--- src/hdl/rafnh_pkg.sv ---
// Package for the radio API frame node handler.
// Types, constants and reset values shared by all modules. No dependencies.
package rafnh_pkg;
  localparam int NODES = 4;
  localparam int NODE_W = 2;
  localparam int NUM_CFG = 5;
  localparam int CFG_IDX_W = 3;
  localparam int CFG_DATA_W = 64;
  localparam int REQ_LEN = 19;
  localparam int QUEUE_DEPTH = 4;
  localparam int QPTR_W = 2;

  localparam logic [CFG_IDX_W-1:0] CFG_NODE_VALID = 3'd4;

  localparam logic [63:0] ADDR0_RST = 64'd5526146545289993;
  localparam logic [63:0] ADDR1_RST = 64'd5526146545290005;
  localparam logic [63:0] ADDR2_RST = 64'd5526146545290218;
  localparam logic [63:0] ADDR3_RST = 64'd0;
  localparam logic [3:0]  VALID_RST = 4'd7;

  localparam logic [15:0] CMD_TP = 16'h5450;
  localparam logic [15:0] CMD_PV = 16'h2556;

  localparam logic [2:0] ST_IO      = 3'd0;
  localparam logic [2:0] ST_TEMP    = 3'd1;
  localparam logic [2:0] ST_BATT    = 3'd2;
  localparam logic [2:0] ST_UNKNOWN = 3'd3;
  localparam logic [2:0] ST_NOMATCH = 3'd4;
  localparam logic [2:0] ST_BADSUM  = 3'd5;

  // Finished frame handed from the parser to the back end.
  typedef struct packed {
    logic        kind;
    logic        sum_ok;
    logic [63:0] src;
    logic [15:0] cmd;
    logic [15:0] w0;
    logic [15:0] w1;
    logic [15:0] w2;
  } frame_t;

  typedef struct packed {
    logic        out_kind;
    logic [7:0]  tx_byte;
    logic        last;
    logic [2:0]  status;
    logic [1:0]  node_index;
    logic [15:0] resistive;
    logic [15:0] capacitive;
    logic [15:0] temperature;
    logic [15:0] battery;
  } result_t;

  // Fixed bytes of the battery request frame; address bytes 5..12 and checksum filled later.
  function automatic logic [7:0] req_const(input logic [4:0] pos);
    logic [7:0] v;
    v = 8'h00;
    unique case (pos)
      5'd0: v = 8'h7E;
      5'd1: v = 8'h00;
      5'd2: v = 8'h0F;
      5'd3: v = 8'h17;
      5'd4: v = 8'h01;
      5'd13: v = 8'hFF;
      5'd14: v = 8'hFE;
      5'd15: v = 8'h02;
      5'd16: v = 8'h25;
      5'd17: v = 8'h56;
      default: v = 8'h00;
    endcase
    return v;
  endfunction
endpackage

--- src/hdl/rafnh_if.sv ---
// Valid/ready channel interfaces for input bytes and result words.
// No package dependencies.
interface rafnh_in_if (input logic clk);
  logic       valid;
  logic       ready;
  logic       kind;
  logic [7:0] data_byte;
  logic       start_req;
  modport source (output valid, kind, data_byte, start_req, input ready);
  modport sink   (input valid, kind, data_byte, start_req, output ready);
endinterface

interface rafnh_out_if (input logic clk);
  logic        valid;
  logic        ready;
  logic        out_kind;
  logic [7:0]  tx_byte;
  logic        last;
  logic [2:0]  status;
  logic [1:0]  node_index;
  logic [15:0] resistive;
  logic [15:0] capacitive;
  logic [15:0] temperature;
  logic [15:0] battery;
  modport source (output valid, out_kind, tx_byte, last, status, node_index, resistive,
                  capacitive, temperature, battery, input ready);
  modport sink   (input valid, out_kind, tx_byte, last, status, node_index, resistive,
                  capacitive, temperature, battery, output ready);
endinterface

--- src/hdl/radio_api_frame_node_handler_unit.sv ---
// Radio API frame node handler: top level.
// Depends on rafnh_pkg, rafnh_if, rafnh_parser, rafnh_queue, rafnh_backend.
//
// Usage: received frame bytes enter on the in_ channel (kind, data_byte,
// start_req), one word per cycle while in_ready is high. Each completed
// frame gives a status report word on the out_ channel, then for a stored
// IO sample or temperature a 19-word battery request frame (out_kind 1), the
// last word flagged. A frame is registered by the parser and the queue before
// the back end registers its report. Throughput: one input byte per cycle; a
// request occupies the back end while the parser keeps taking bytes into a
// 4-entry frame queue. Input stalls only when that queue holds three frames.
// A stalled receiver holds the output word; the queue absorbs the backlog.
// Node addresses and the enable mask are written through cfg_ at index 0..4;
// write them only while idle (not enforced here). Synchronous reset restores
// default addresses, clears stored readings and drops any frame in progress.
module radio_api_frame_node_handler_unit (
  input  logic                                 clk,
  input  logic                                 rst_n,
  input  logic                                 cfg_we,
  input  logic [rafnh_pkg::CFG_IDX_W-1:0]      cfg_index,
  input  logic [rafnh_pkg::CFG_DATA_W-1:0]     cfg_data,
  rafnh_in_if.sink                             in_ch,
  rafnh_out_if.source                          out_ch
);
  logic              pf_valid, pf_ready, q_valid, q_ready;
  rafnh_pkg::frame_t pf_data, q_data;
  rafnh_pkg::result_t res;

  rafnh_parser u_parser (
    .clk, .rst_n,
    .in_valid(in_ch.valid), .in_ready(in_ch.ready), .kind(in_ch.kind),
    .data_byte(in_ch.data_byte), .start_req(in_ch.start_req),
    .fr_valid(pf_valid), .fr_ready(pf_ready), .fr_data(pf_data)
  );

  rafnh_queue u_queue (
    .clk, .rst_n,
    .wr_valid(pf_valid), .wr_ready(pf_ready), .wr_data(pf_data),
    .rd_valid(q_valid), .rd_ready(q_ready), .rd_data(q_data)
  );

  rafnh_backend u_back (
    .clk, .rst_n, .cfg_we, .cfg_index, .cfg_data,
    .fr_valid(q_valid), .fr_ready(q_ready), .fr_data(q_data),
    .res_valid(out_ch.valid), .res_ready(out_ch.ready), .res_data(res)
  );

  assign out_ch.out_kind    = res.out_kind;
  assign out_ch.tx_byte     = res.tx_byte;
  assign out_ch.last        = res.last;
  assign out_ch.status      = res.status;
  assign out_ch.node_index  = res.node_index;
  assign out_ch.resistive   = res.resistive;
  assign out_ch.capacitive  = res.capacitive;
  assign out_ch.temperature = res.temperature;
  assign out_ch.battery     = res.battery;
endmodule

--- src/hdl/rafnh_parser.sv ---
// Front end: byte-position parser that collects one frame's fields.
// Depends on rafnh_pkg. Emits a frame_t word when the checksum byte arrives.
module rafnh_parser (
  input  logic                  clk,
  input  logic                  rst_n,
  input  logic                  in_valid,
  output logic                  in_ready,
  input  logic                  kind,
  input  logic [7:0]            data_byte,
  input  logic                  start_req,
  output logic                  fr_valid,
  input  logic                  fr_ready,
  output rafnh_pkg::frame_t     fr_data
);
  logic [16:0] pos_r, pos_nxt;
  logic        kind_r, kind_nxt;
  logic [15:0] len_r, len_nxt;
  logic [7:0]  sum_r, sum_nxt;
  logic [63:0] src_r, src_nxt;
  logic [15:0] cmd_r, cmd_nxt;
  logic [15:0] w0_r, w0_nxt, w1_r, w1_nxt, w2_r, w2_nxt;
  logic        acc, fin;

  assign in_ready = fr_ready;
  assign acc = in_valid && in_ready;

  always_comb begin
    pos_nxt = pos_r; kind_nxt = kind_r; len_nxt = len_r; sum_nxt = sum_r;
    src_nxt = src_r; cmd_nxt = cmd_r; w0_nxt = w0_r; w1_nxt = w1_r; w2_nxt = w2_r;
    fin = 1'b0;
    if (acc) begin
      if (start_req) begin
        pos_nxt = 17'd1; kind_nxt = kind; len_nxt = '0; sum_nxt = '0;
        src_nxt = '0; cmd_nxt = '0; w0_nxt = '0; w1_nxt = '0; w2_nxt = '0;
      end else if (pos_r != '0) begin
        if (pos_r == 17'd1) len_nxt = {data_byte, 8'h00};
        if (pos_r == 17'd2) len_nxt = {len_r[15:8], data_byte};
        if (pos_r >= 17'd3) sum_nxt = sum_r + data_byte;
        if (!kind_r) begin
          if (pos_r >= 17'd4 && pos_r <= 17'd11) src_nxt = {src_r[55:0], data_byte};
          if (pos_r == 17'd19) w0_nxt[15:8] = data_byte;
          if (pos_r == 17'd20) w0_nxt[7:0]  = data_byte;
          if (pos_r == 17'd21) w1_nxt[15:8] = data_byte;
          if (pos_r == 17'd22) w1_nxt[7:0]  = data_byte;
          if (pos_r == 17'd23) w2_nxt[15:8] = data_byte;
          if (pos_r == 17'd24) w2_nxt[7:0]  = data_byte;
        end else begin
          if (pos_r >= 17'd5 && pos_r <= 17'd12) src_nxt = {src_r[55:0], data_byte};
          if (pos_r == 17'd15) cmd_nxt[15:8] = data_byte;
          if (pos_r == 17'd16) cmd_nxt[7:0]  = data_byte;
          if (pos_r == 17'd18) w0_nxt[15:8] = data_byte;
          if (pos_r == 17'd19) w0_nxt[7:0]  = data_byte;
        end
        if (pos_r >= 17'd3 && pos_r == ({1'b0, len_r} + 17'd3)) begin
          fin = 1'b1;
          pos_nxt = '0;
        end else begin
          pos_nxt = pos_r + 17'd1;
        end
      end
    end
  end

  always_ff @(posedge clk) begin
    if (!rst_n) begin
      pos_r <= '0; kind_r <= 1'b0; len_r <= '0;
      fr_valid <= 1'b0;
    end else begin
      pos_r <= pos_nxt; kind_r <= kind_nxt; len_r <= len_nxt;
      fr_valid <= fin;
    end
    sum_r <= sum_nxt; src_r <= src_nxt; cmd_r <= cmd_nxt;
    w0_r <= w0_nxt; w1_r <= w1_nxt; w2_r <= w2_nxt;
    if (fin) begin
      fr_data <= '{kind: kind_r, sum_ok: (sum_nxt == 8'hFF), src: src_nxt, cmd: cmd_nxt,
                   w0: w0_nxt, w1: w1_nxt, w2: w2_nxt};
    end
  end
endmodule

--- src/hdl/rafnh_queue.sv ---
// Short frame queue between parser and back end.
// Depends on rafnh_pkg. Keeps space for one in-flight word beyond ready.
module rafnh_queue (
  input  logic              clk,
  input  logic              rst_n,
  input  logic              wr_valid,
  output logic              wr_ready,
  input  rafnh_pkg::frame_t wr_data,
  output logic              rd_valid,
  input  logic              rd_ready,
  output rafnh_pkg::frame_t rd_data
);
  rafnh_pkg::frame_t mem_r [rafnh_pkg::QUEUE_DEPTH];
  logic [rafnh_pkg::QPTR_W-1:0] wp_r, rp_r;
  logic [rafnh_pkg::QPTR_W:0]   cnt_r;
  logic do_wr, do_rd;

  assign do_wr = wr_valid;
  assign do_rd = rd_valid && rd_ready;
  assign rd_valid = cnt_r != '0;
  assign rd_data = mem_r[rp_r];
  // parser word lands in the cycle after its input byte is taken: reserve one slot
  assign wr_ready = cnt_r < (rafnh_pkg::QUEUE_DEPTH - 1);

  always_ff @(posedge clk) begin
    if (!rst_n) begin
      wp_r <= '0; rp_r <= '0; cnt_r <= '0;
    end else begin
      if (do_wr) wp_r <= wp_r + 1'b1;
      if (do_rd) rp_r <= rp_r + 1'b1;
      cnt_r <= cnt_r + {2'b00, do_wr} - {2'b00, do_rd};
    end
    if (do_wr) mem_r[wp_r] <= wr_data;
  end

  a_no_overflow: assert property (@(posedge clk) disable iff (!rst_n)
    wr_valid |-> cnt_r != rafnh_pkg::QUEUE_DEPTH) else $error("queue overflow");
  a_ready_room: assert property (@(posedge clk) disable iff (!rst_n)
    wr_ready |-> cnt_r < rafnh_pkg::QUEUE_DEPTH) else $error("ready without room");
  a_empty_read: assert property (@(posedge clk) disable iff (!rst_n)
    (cnt_r == '0) |-> !do_rd) else $error("read while empty");
endmodule

--- src/hdl/rafnh_backend.sv ---
// Back end: node match, per-node reading store, report and request sequencer.
// Depends on rafnh_pkg. Drives a registered result word.
module rafnh_backend (
  input  logic                               clk,
  input  logic                               rst_n,
  input  logic                               cfg_we,
  input  logic [rafnh_pkg::CFG_IDX_W-1:0]    cfg_index,
  input  logic [rafnh_pkg::CFG_DATA_W-1:0]   cfg_data,
  input  logic                               fr_valid,
  output logic                               fr_ready,
  input  rafnh_pkg::frame_t                  fr_data,
  output logic                               res_valid,
  input  logic                               res_ready,
  output rafnh_pkg::result_t                 res_data
);
  logic [63:0] addr_r [rafnh_pkg::NODES];
  logic [3:0]  nvalid_r;
  logic [15:0] res_st_r [rafnh_pkg::NODES];
  logic [15:0] cap_st_r [rafnh_pkg::NODES];
  logic [15:0] tmp_st_r [rafnh_pkg::NODES];
  logic [15:0] bat_st_r [rafnh_pkg::NODES];

  // tx sequencer
  logic        tx_busy_r;
  logic [4:0]  tx_pos_r;
  logic [1:0]  tx_node_r;
  logic [7:0]  tx_sum_r;

  logic        slot_free, take, match;
  logic [1:0]  mnode;
  logic [2:0]  st;
  logic        wr_io, wr_tp, wr_bv, send_req;
  logic [7:0]  tx_b;
  logic [63:0] ta;
  rafnh_pkg::result_t rep, tx_w;

  assign slot_free = !res_valid || res_ready;
  assign take = fr_valid && !tx_busy_r && slot_free;
  assign fr_ready = !tx_busy_r && slot_free;

  always_comb begin
    match = 1'b0; mnode = '0;
    for (int i = rafnh_pkg::NODES - 1; i >= 0; i--) begin
      if (nvalid_r[i] && addr_r[i] == fr_data.src) begin
        match = 1'b1; mnode = i[1:0];
      end
    end
  end

  always_comb begin
    wr_io = 1'b0; wr_tp = 1'b0; wr_bv = 1'b0; send_req = 1'b0;
    if (!fr_data.kind && !fr_data.sum_ok) st = rafnh_pkg::ST_BADSUM;
    else if (!match) st = rafnh_pkg::ST_NOMATCH;
    else if (!fr_data.kind) begin st = rafnh_pkg::ST_IO; wr_io = 1'b1; send_req = 1'b1; end
    else if (fr_data.cmd == rafnh_pkg::CMD_TP) begin
      st = rafnh_pkg::ST_TEMP; wr_tp = 1'b1; send_req = 1'b1;
    end else if (fr_data.cmd == rafnh_pkg::CMD_PV) begin
      st = rafnh_pkg::ST_BATT; wr_bv = 1'b1;
    end else st = rafnh_pkg::ST_UNKNOWN;
  end

  always_comb begin
    rep = '0;
    rep.status = st;
    rep.last = !send_req;
    if (st != rafnh_pkg::ST_BADSUM && st != rafnh_pkg::ST_NOMATCH) begin
      rep.node_index = mnode;
      rep.resistive   = wr_io ? fr_data.w0 : res_st_r[mnode];
      rep.capacitive  = wr_io ? fr_data.w1 : cap_st_r[mnode];
      rep.temperature = wr_io ? fr_data.w2 : (wr_tp ? fr_data.w0 : tmp_st_r[mnode]);
      rep.battery     = wr_bv ? fr_data.w0 : bat_st_r[mnode];
    end
  end

  always_comb begin
    ta = addr_r[tx_node_r];
    tx_b = rafnh_pkg::req_const(tx_pos_r);
    if (tx_pos_r >= 5'd5 && tx_pos_r <= 5'd12)
      tx_b = ta[8'(7'd63 - 7'(({2'b00, tx_pos_r} - 7'd5) << 3)) -: 8];
    if (tx_pos_r == 5'd18) tx_b = 8'hFF - tx_sum_r;
    tx_w = '0;
    tx_w.out_kind = 1'b1;
    tx_w.tx_byte = tx_b;
    tx_w.last = (tx_pos_r == 5'(rafnh_pkg::REQ_LEN - 1));
  end

  always_ff @(posedge clk) begin
    if (!rst_n) begin
      addr_r[0] <= rafnh_pkg::ADDR0_RST; addr_r[1] <= rafnh_pkg::ADDR1_RST;
      addr_r[2] <= rafnh_pkg::ADDR2_RST; addr_r[3] <= rafnh_pkg::ADDR3_RST;
      nvalid_r <= rafnh_pkg::VALID_RST;
      for (int i = 0; i < rafnh_pkg::NODES; i++) begin
        res_st_r[i] <= '0; cap_st_r[i] <= '0; tmp_st_r[i] <= '0; bat_st_r[i] <= '0;
      end
      tx_busy_r <= 1'b0; tx_pos_r <= '0; tx_node_r <= '0; tx_sum_r <= '0;
      res_valid <= 1'b0;
    end else begin
      if (cfg_we) begin
        if (cfg_index < rafnh_pkg::CFG_NODE_VALID) addr_r[cfg_index[1:0]] <= cfg_data;
        else if (cfg_index == rafnh_pkg::CFG_NODE_VALID) nvalid_r <= cfg_data[3:0];
      end
      if (take) begin
        res_valid <= 1'b1;
        res_data <= rep;
        if (wr_io) begin
          res_st_r[mnode] <= fr_data.w0; cap_st_r[mnode] <= fr_data.w1;
          tmp_st_r[mnode] <= fr_data.w2;
        end
        if (wr_tp) tmp_st_r[mnode] <= fr_data.w0;
        if (wr_bv) bat_st_r[mnode] <= fr_data.w0;
        if (send_req) begin
          tx_busy_r <= 1'b1; tx_pos_r <= '0; tx_node_r <= mnode; tx_sum_r <= '0;
        end
      end else if (tx_busy_r && slot_free) begin
        res_valid <= 1'b1;
        res_data <= tx_w;
        if (tx_pos_r >= 5'd3) tx_sum_r <= tx_sum_r + tx_b;
        if (tx_pos_r == 5'(rafnh_pkg::REQ_LEN - 1)) tx_busy_r <= 1'b0;
        tx_pos_r <= tx_pos_r + 5'd1;
      end else if (slot_free) begin
        res_valid <= 1'b0;
      end
    end
  end

  a_no_take_busy: assert property (@(posedge clk) disable iff (!rst_n)
    tx_busy_r |-> !take) else $error("frame taken during request");
  a_pos_range: assert property (@(posedge clk) disable iff (!rst_n)
    tx_busy_r |-> tx_pos_r < 5'(rafnh_pkg::REQ_LEN)) else $error("request overrun");
  a_hold: assert property (@(posedge clk) disable iff (!rst_n)
    (res_valid && !res_ready) |=> res_valid && $stable(res_data)) else $error("result lost");
endmodule
--- src/flat_wrapper.sv ---
// flat-port wrapper written by rule: the top's interface ports become plain ports
module radio_api_frame_node_handler_unit_flat 
  (clk, rst_n, cfg_we, cfg_index, cfg_data, in_ch_valid, in_ch_kind, in_ch_data_byte, in_ch_start_req, in_ch_ready, out_ch_valid, out_ch_out_kind, out_ch_tx_byte, out_ch_last, out_ch_status, out_ch_node_index, out_ch_resistive, out_ch_capacitive, out_ch_temperature, out_ch_battery, out_ch_ready);
  rafnh_in_if in_ch_i (.clk(clk));
  rafnh_out_if out_ch_i (.clk(clk));
  input  logic clk;
  input  logic rst_n;
  input  logic cfg_we;
  input  logic [rafnh_pkg::CFG_IDX_W-1:0] cfg_index;
  input  logic [rafnh_pkg::CFG_DATA_W-1:0] cfg_data;
  input wire logic [$bits(in_ch_i.valid)-1:0] in_ch_valid;
  input wire logic [$bits(in_ch_i.kind)-1:0] in_ch_kind;
  input wire logic [$bits(in_ch_i.data_byte)-1:0] in_ch_data_byte;
  input wire logic [$bits(in_ch_i.start_req)-1:0] in_ch_start_req;
  output wire logic [$bits(in_ch_i.ready)-1:0] in_ch_ready;
  output wire logic [$bits(out_ch_i.valid)-1:0] out_ch_valid;
  output wire logic [$bits(out_ch_i.out_kind)-1:0] out_ch_out_kind;
  output wire logic [$bits(out_ch_i.tx_byte)-1:0] out_ch_tx_byte;
  output wire logic [$bits(out_ch_i.last)-1:0] out_ch_last;
  output wire logic [$bits(out_ch_i.status)-1:0] out_ch_status;
  output wire logic [$bits(out_ch_i.node_index)-1:0] out_ch_node_index;
  output wire logic [$bits(out_ch_i.resistive)-1:0] out_ch_resistive;
  output wire logic [$bits(out_ch_i.capacitive)-1:0] out_ch_capacitive;
  output wire logic [$bits(out_ch_i.temperature)-1:0] out_ch_temperature;
  output wire logic [$bits(out_ch_i.battery)-1:0] out_ch_battery;
  input wire logic [$bits(out_ch_i.ready)-1:0] out_ch_ready;
  assign in_ch_i.valid = in_ch_valid;
  assign in_ch_i.kind = in_ch_kind;
  assign in_ch_i.data_byte = in_ch_data_byte;
  assign in_ch_i.start_req = in_ch_start_req;
  assign in_ch_ready = in_ch_i.ready;
  assign out_ch_valid = out_ch_i.valid;
  assign out_ch_out_kind = out_ch_i.out_kind;
  assign out_ch_tx_byte = out_ch_i.tx_byte;
  assign out_ch_last = out_ch_i.last;
  assign out_ch_status = out_ch_i.status;
  assign out_ch_node_index = out_ch_i.node_index;
  assign out_ch_resistive = out_ch_i.resistive;
  assign out_ch_capacitive = out_ch_i.capacitive;
  assign out_ch_temperature = out_ch_i.temperature;
  assign out_ch_battery = out_ch_i.battery;
  assign out_ch_i.ready = out_ch_ready;
  radio_api_frame_node_handler_unit u_core (.clk(clk), .rst_n(rst_n), .cfg_we(cfg_we), .cfg_index(cfg_index), .cfg_data(cfg_data), .in_ch(in_ch_i), .out_ch(out_ch_i));
endmodule
--- config.mk ---
export PLATFORM = sky130hd
export DESIGN_NAME = radio_api_frame_node_handler_unit_flat
export DESIGN_NICKNAME = d
export VERILOG_FILES = /design/src/hdl/rafnh_pkg.sv /design/src/hdl/rafnh_if.sv /design/src/hdl/radio_api_frame_node_handler_unit.sv /design/src/hdl/rafnh_parser.sv /design/src/hdl/rafnh_queue.sv /design/src/hdl/rafnh_backend.sv /design/src/flat_wrapper.sv
export SDC_FILE = /design/constraint.sdc
export NUM_CORES = 2
export LEC_CHECK = 0
export ABC_CLOCK_PERIOD_IN_PS = 25400
export BUFFER_PORTS_ARGS = -buffer_cell sky130_fd_sc_hd__clkbuf_2
export CAP_MARGIN = 20
export CELL_PAD_IN_SITES_DETAIL_PLACEMENT = 0
export CELL_PAD_IN_SITES_GLOBAL_PLACEMENT = 2
export CORE_UTILIZATION = 25
export DETAILED_ROUTE_END_ITERATION = 12
export PLACE_DENSITY_LB_ADDON = 0.1
export REMOVE_ABC_BUFFERS = 1
export SETUP_SLACK_MARGIN = 0.05
export SYNTH_ARGS = -nofsm -noshare
export SYNTH_HDL_FRONTEND = slang
export SYNTH_HIERARCHICAL = 1
export SYNTH_SLANG_ARGS = --single-unit
--- constraint.sdc ---
create_clock -name clk -period 25.4 [get_ports clk]
set_input_delay 3.81 -clock clk [delete_from_list [all_inputs] [get_ports clk]]
set_output_delay 3.81 -clock clk [all_outputs]
set_load 0.02 [all_outputs]
==> reports/results.txt <==
Outcome: complete, no violations
Post-CTS sizing: 0
Final non-filler cell total: 8,003
FF-to-FF setup slack: 17.34 ns
Top_reg_cell synth: edfxtp_1
First-pass GRT wire length: 315,000 um
DP Worst Slack: 17.07 ns
Pin count of the biggest net entering global routing: 131
Max Cap Viol: 0
Placed Area: 67,900 um^2
DP HPWL: 153,000 um
Port buffer count: 162
RSZ-0062 raised after global routing: false
Synth top area cells: edfxtp_1 (59%), mux4_2 (7.5%), dfxtp_1 (6.7%)
Rows: 184
Min Tclk post-route: 8.06 ns
Syn avg cell area: 14.5 um^2
Netlist cell types: 97
Vias in the first global route: 37,800
I/O pins: 163
Fmax: 0.124 GHz
Worst-path clk slew: 0.06 ns
Sequential fraction of the synthesis area: 65.4%
Area delta synth->final: 16.1%
Global route total overflow: 0
Clk Latency, worst-skew pair: 0.84 ns
Worst hold margin: 0.469 ns
Top cells by instance count after synthesis: edfxtp_1 (1,241), nand2_1 (283), nor2_1 (212)
Post-CTS Hold Buffers: 0
Htree depth: 4
Worst min path class: reg2reg
Yosys warning count: 6
Flops & latches, synth: 1,452
Initial drt markers: 3,163
Placed insts: 7,667
CTS buffer count: 174
Hold_sp: u_core/u_parser/cmd_r[15]$_DFF_P_
CP Capture Type: flop
Pwr dens: 89.4 nW/um^2
Max Slew Vio Count: 0
GRT Total Usage: 17.4%
Worst Max-Slew Pin Slew: 1.08 ns
Number of synthesized flops with an enable pin: 1,241
Clk buf depth: 3
Slowest CP cell: nor4_2
Post-Synthesis Cells: 4,362
Die ar.: 256,000 um^2
Worst EP arrival: 8.55 ns
Final Skew: 0.0358 ns
Largest area contributor in the netlist: edfxtp_1
Initial Utilization: 25.2%
Clock Sinks: 1,452
Leakage: 24.8 nW
Drt via density: 4.71
Share of cells above drive strength 1: 17.4%
Crit-path most repeated cell: buf_4
Peak VDD IR: 0.0732 mV
Count leader, synth: edfxtp_1
R2R Path End: u_core/u_back/res_st_r[0][13]$_SDFFCE_PN0P_
Setup bufs post-CTS: 0
Cell area after synthesis: 63,500 um^2
Die Height: 506 um
WHS Path Cells: 1
Die W: 506 um
Final instance area: 73,700 um^2
Rel. slew slack: 28.0%
Drc violations: 0
Nets: 4,613
Critical-path maximum fanout: 34
Worst R2R Path Depth: 13
Final critical-path share of the clock period: 31.7%
Crit Path Class: reg2reg
CP required: 25.89 ns
Fin. Hold Viols: 0
WHS Endpoint: u_core/u_parser/cmd_r[15]$_DFF_P_
DR vias: 37,700
CP Cell Sequence: buf_4, buf_4, mux4_2, xnor2_1, nand4b_1, nor4b_1, nand3_1, nor4_2, or3_1, and2_1, nand3_1, o21ai_4, buf_4
Root Driver: clkbuf_16
Setup ws final: 17.34 ns
Routability cong.: 0.965
Antenna Nets Post-Route: 0
# setup viols final: 0
Yosys top cell area share: 58.7%
Max incr delay on CP: 0.91 ns
Startpoint types: flop
Antenna violations before repair: 8
Sum Neg Setup Slack: 0 ns
Ys async rst share: 0%
Drt pass-1 iters: 5
Drt wl/cell: 28.2 um
CTS tree: built
CORE AREA: 252,000 um^2
Drt total wl: 225,000 um
==> worst max path at each step <==
stage	start	to	cells after the start
final	flop	u_core/u_back/res_st_r[0][13]$_SDFFCE_PN0P_	13
after global routing	flop	u_core/u_back/res_st_r[0][14]$_SDFFCE_PN0P_	13
after CTS	flop	u_core/u_back/res_st_r[0][14]$_SDFFCE_PN0P_	13
after detailed placement	flop	u_core/u_back/res_st_r[0][10]$_SDFFCE_PN0P_	13
after global placement	flop	u_core/u_back/res_st_r[0][13]$_SDFFCE_PN0P_	13
after floorplan	flop	u_core/u_back/res_data[10]$_SDFFCE_PN0P_	10
==> report_power, final <==
group / internal [mW] / leakage (nW) / total [mW] / switching [mW]
Sequential: 2.71 / 13.1 / 2.82 / 0.111
Combinational: 0.374 / 8.91 / 1.26 / 0.881
Clock: 1.46 / 2.78 / 2.51 / 1.05
Total: 4.54 / 24.8 / 6.59 / 2.04
==> cell families (layout without fill, tap and decap cells) <==
kind of cell | Yosys count | count (layout) | synth area share, %
AO/OA/AOI/OAI | 580 | 580 | 6.58
XOR/XNOR | 291 | 291 | 4.06
adder cells (fa/ha/maj) | 36 | 36 | 0.745
buffers and inverters | 381 | 660 | 2.79
flip-flops | 1452 | 1452 | 65.4
multiplexers | 360 | 360 | 9.85
other | 0 | 14 | 0
AND/OR/NAND/NOR | 1262 | 1262 | 10.6
==> flip-flops by register name, summed over array words and instances (netlist names), 17 cells and up, named ones only <==
signal / count
u_core/u_back/bat_st_r: 64
u_core/u_parser/src_r: 64
u_core/u_back/cap_st_r: 64
u_core/u_parser/pos_r: 17
u_core/u_back/tmp_st_r: 64
u_core/u_queue/mem_r: 520
u_core/u_parser/fr_data: 130
u_core/u_back/addr_r: 256
u_core/u_back/res_data: 79
u_core/u_back/res_st_r: 64
==> layout by cell type (no fill, tap or decap), types with 16 or more instances in the layout <==
cell,n
mux4_2,210
xnor2_1,180
nor3_1,27
nor4_1,51
o221a_2,16
nor2_1,207
o211ai_1,44
nor2b_1,17
and3_1,116
a21oi_1,80
clkbuf_2,160
nand2_1,281
xor2_1,108
mux2i_1,132
mux2_2,18
clkbuf_16,177
and2_1,183
nand2b_1,86
buf_4,78
a22oi_1,85
o22a_1,32
or3_1,48
nand3_1,56
dfxtp_1,206
o21ai_0,109
clkinv_2,25
clkbuf_1,44
clkinv_1,29
edfxtp_1,1241
nand4_1,94
ha_1,32
a22o_1,54
a21o_1,34
inv_1,95
==> layout make-up <==
class / count / area, um^2
clock buffers: 231 / 4730
flip-flops and latches: 1452 / 41500
fillers: 25200 / 178000
well taps: 3348 / 4190
diodes: 14 / 35.0
clock inverters: 91 / 1010
inverters: 98 / 368
multi-input cells: 2529 / 20400
repair buffers: 240 / 1430
==> metal layers <==
metal  routed length, um  vias to the layer above  track usage [%]  part of all wire (%)
met4                3570                        2             3.69                   1.6
li1                    -                    16900                -                     -
met2              101000                      850             26.7                    45
met5                   9                        -                0                0.0040
met3                8940                      211             2.32                   4.0
met1              112000                    19700             26.1                    50
==> critical path, delay by kind of cell (launching register included) <==
kind	cells	cell delay [ns]
flip-flops	1	0.82
AND/OR/NAND/NOR	7	3.25
multiplexers	1	0.70
AO/OA/AOI/OAI	1	0.51
XOR/XNOR	1	0.45
buffers and inverters	3	1.86
==> metrics by stage <==
step	utilization, %	power, mW
floorplan	-	3.54
global placement	26.9	4.15
detailed placement	27.0	4.14
CTS	29.2	6.70
global route	29.2	6.85
finish	29.3	6.59
Note: power is estimated with default switching activity, not from simulation.
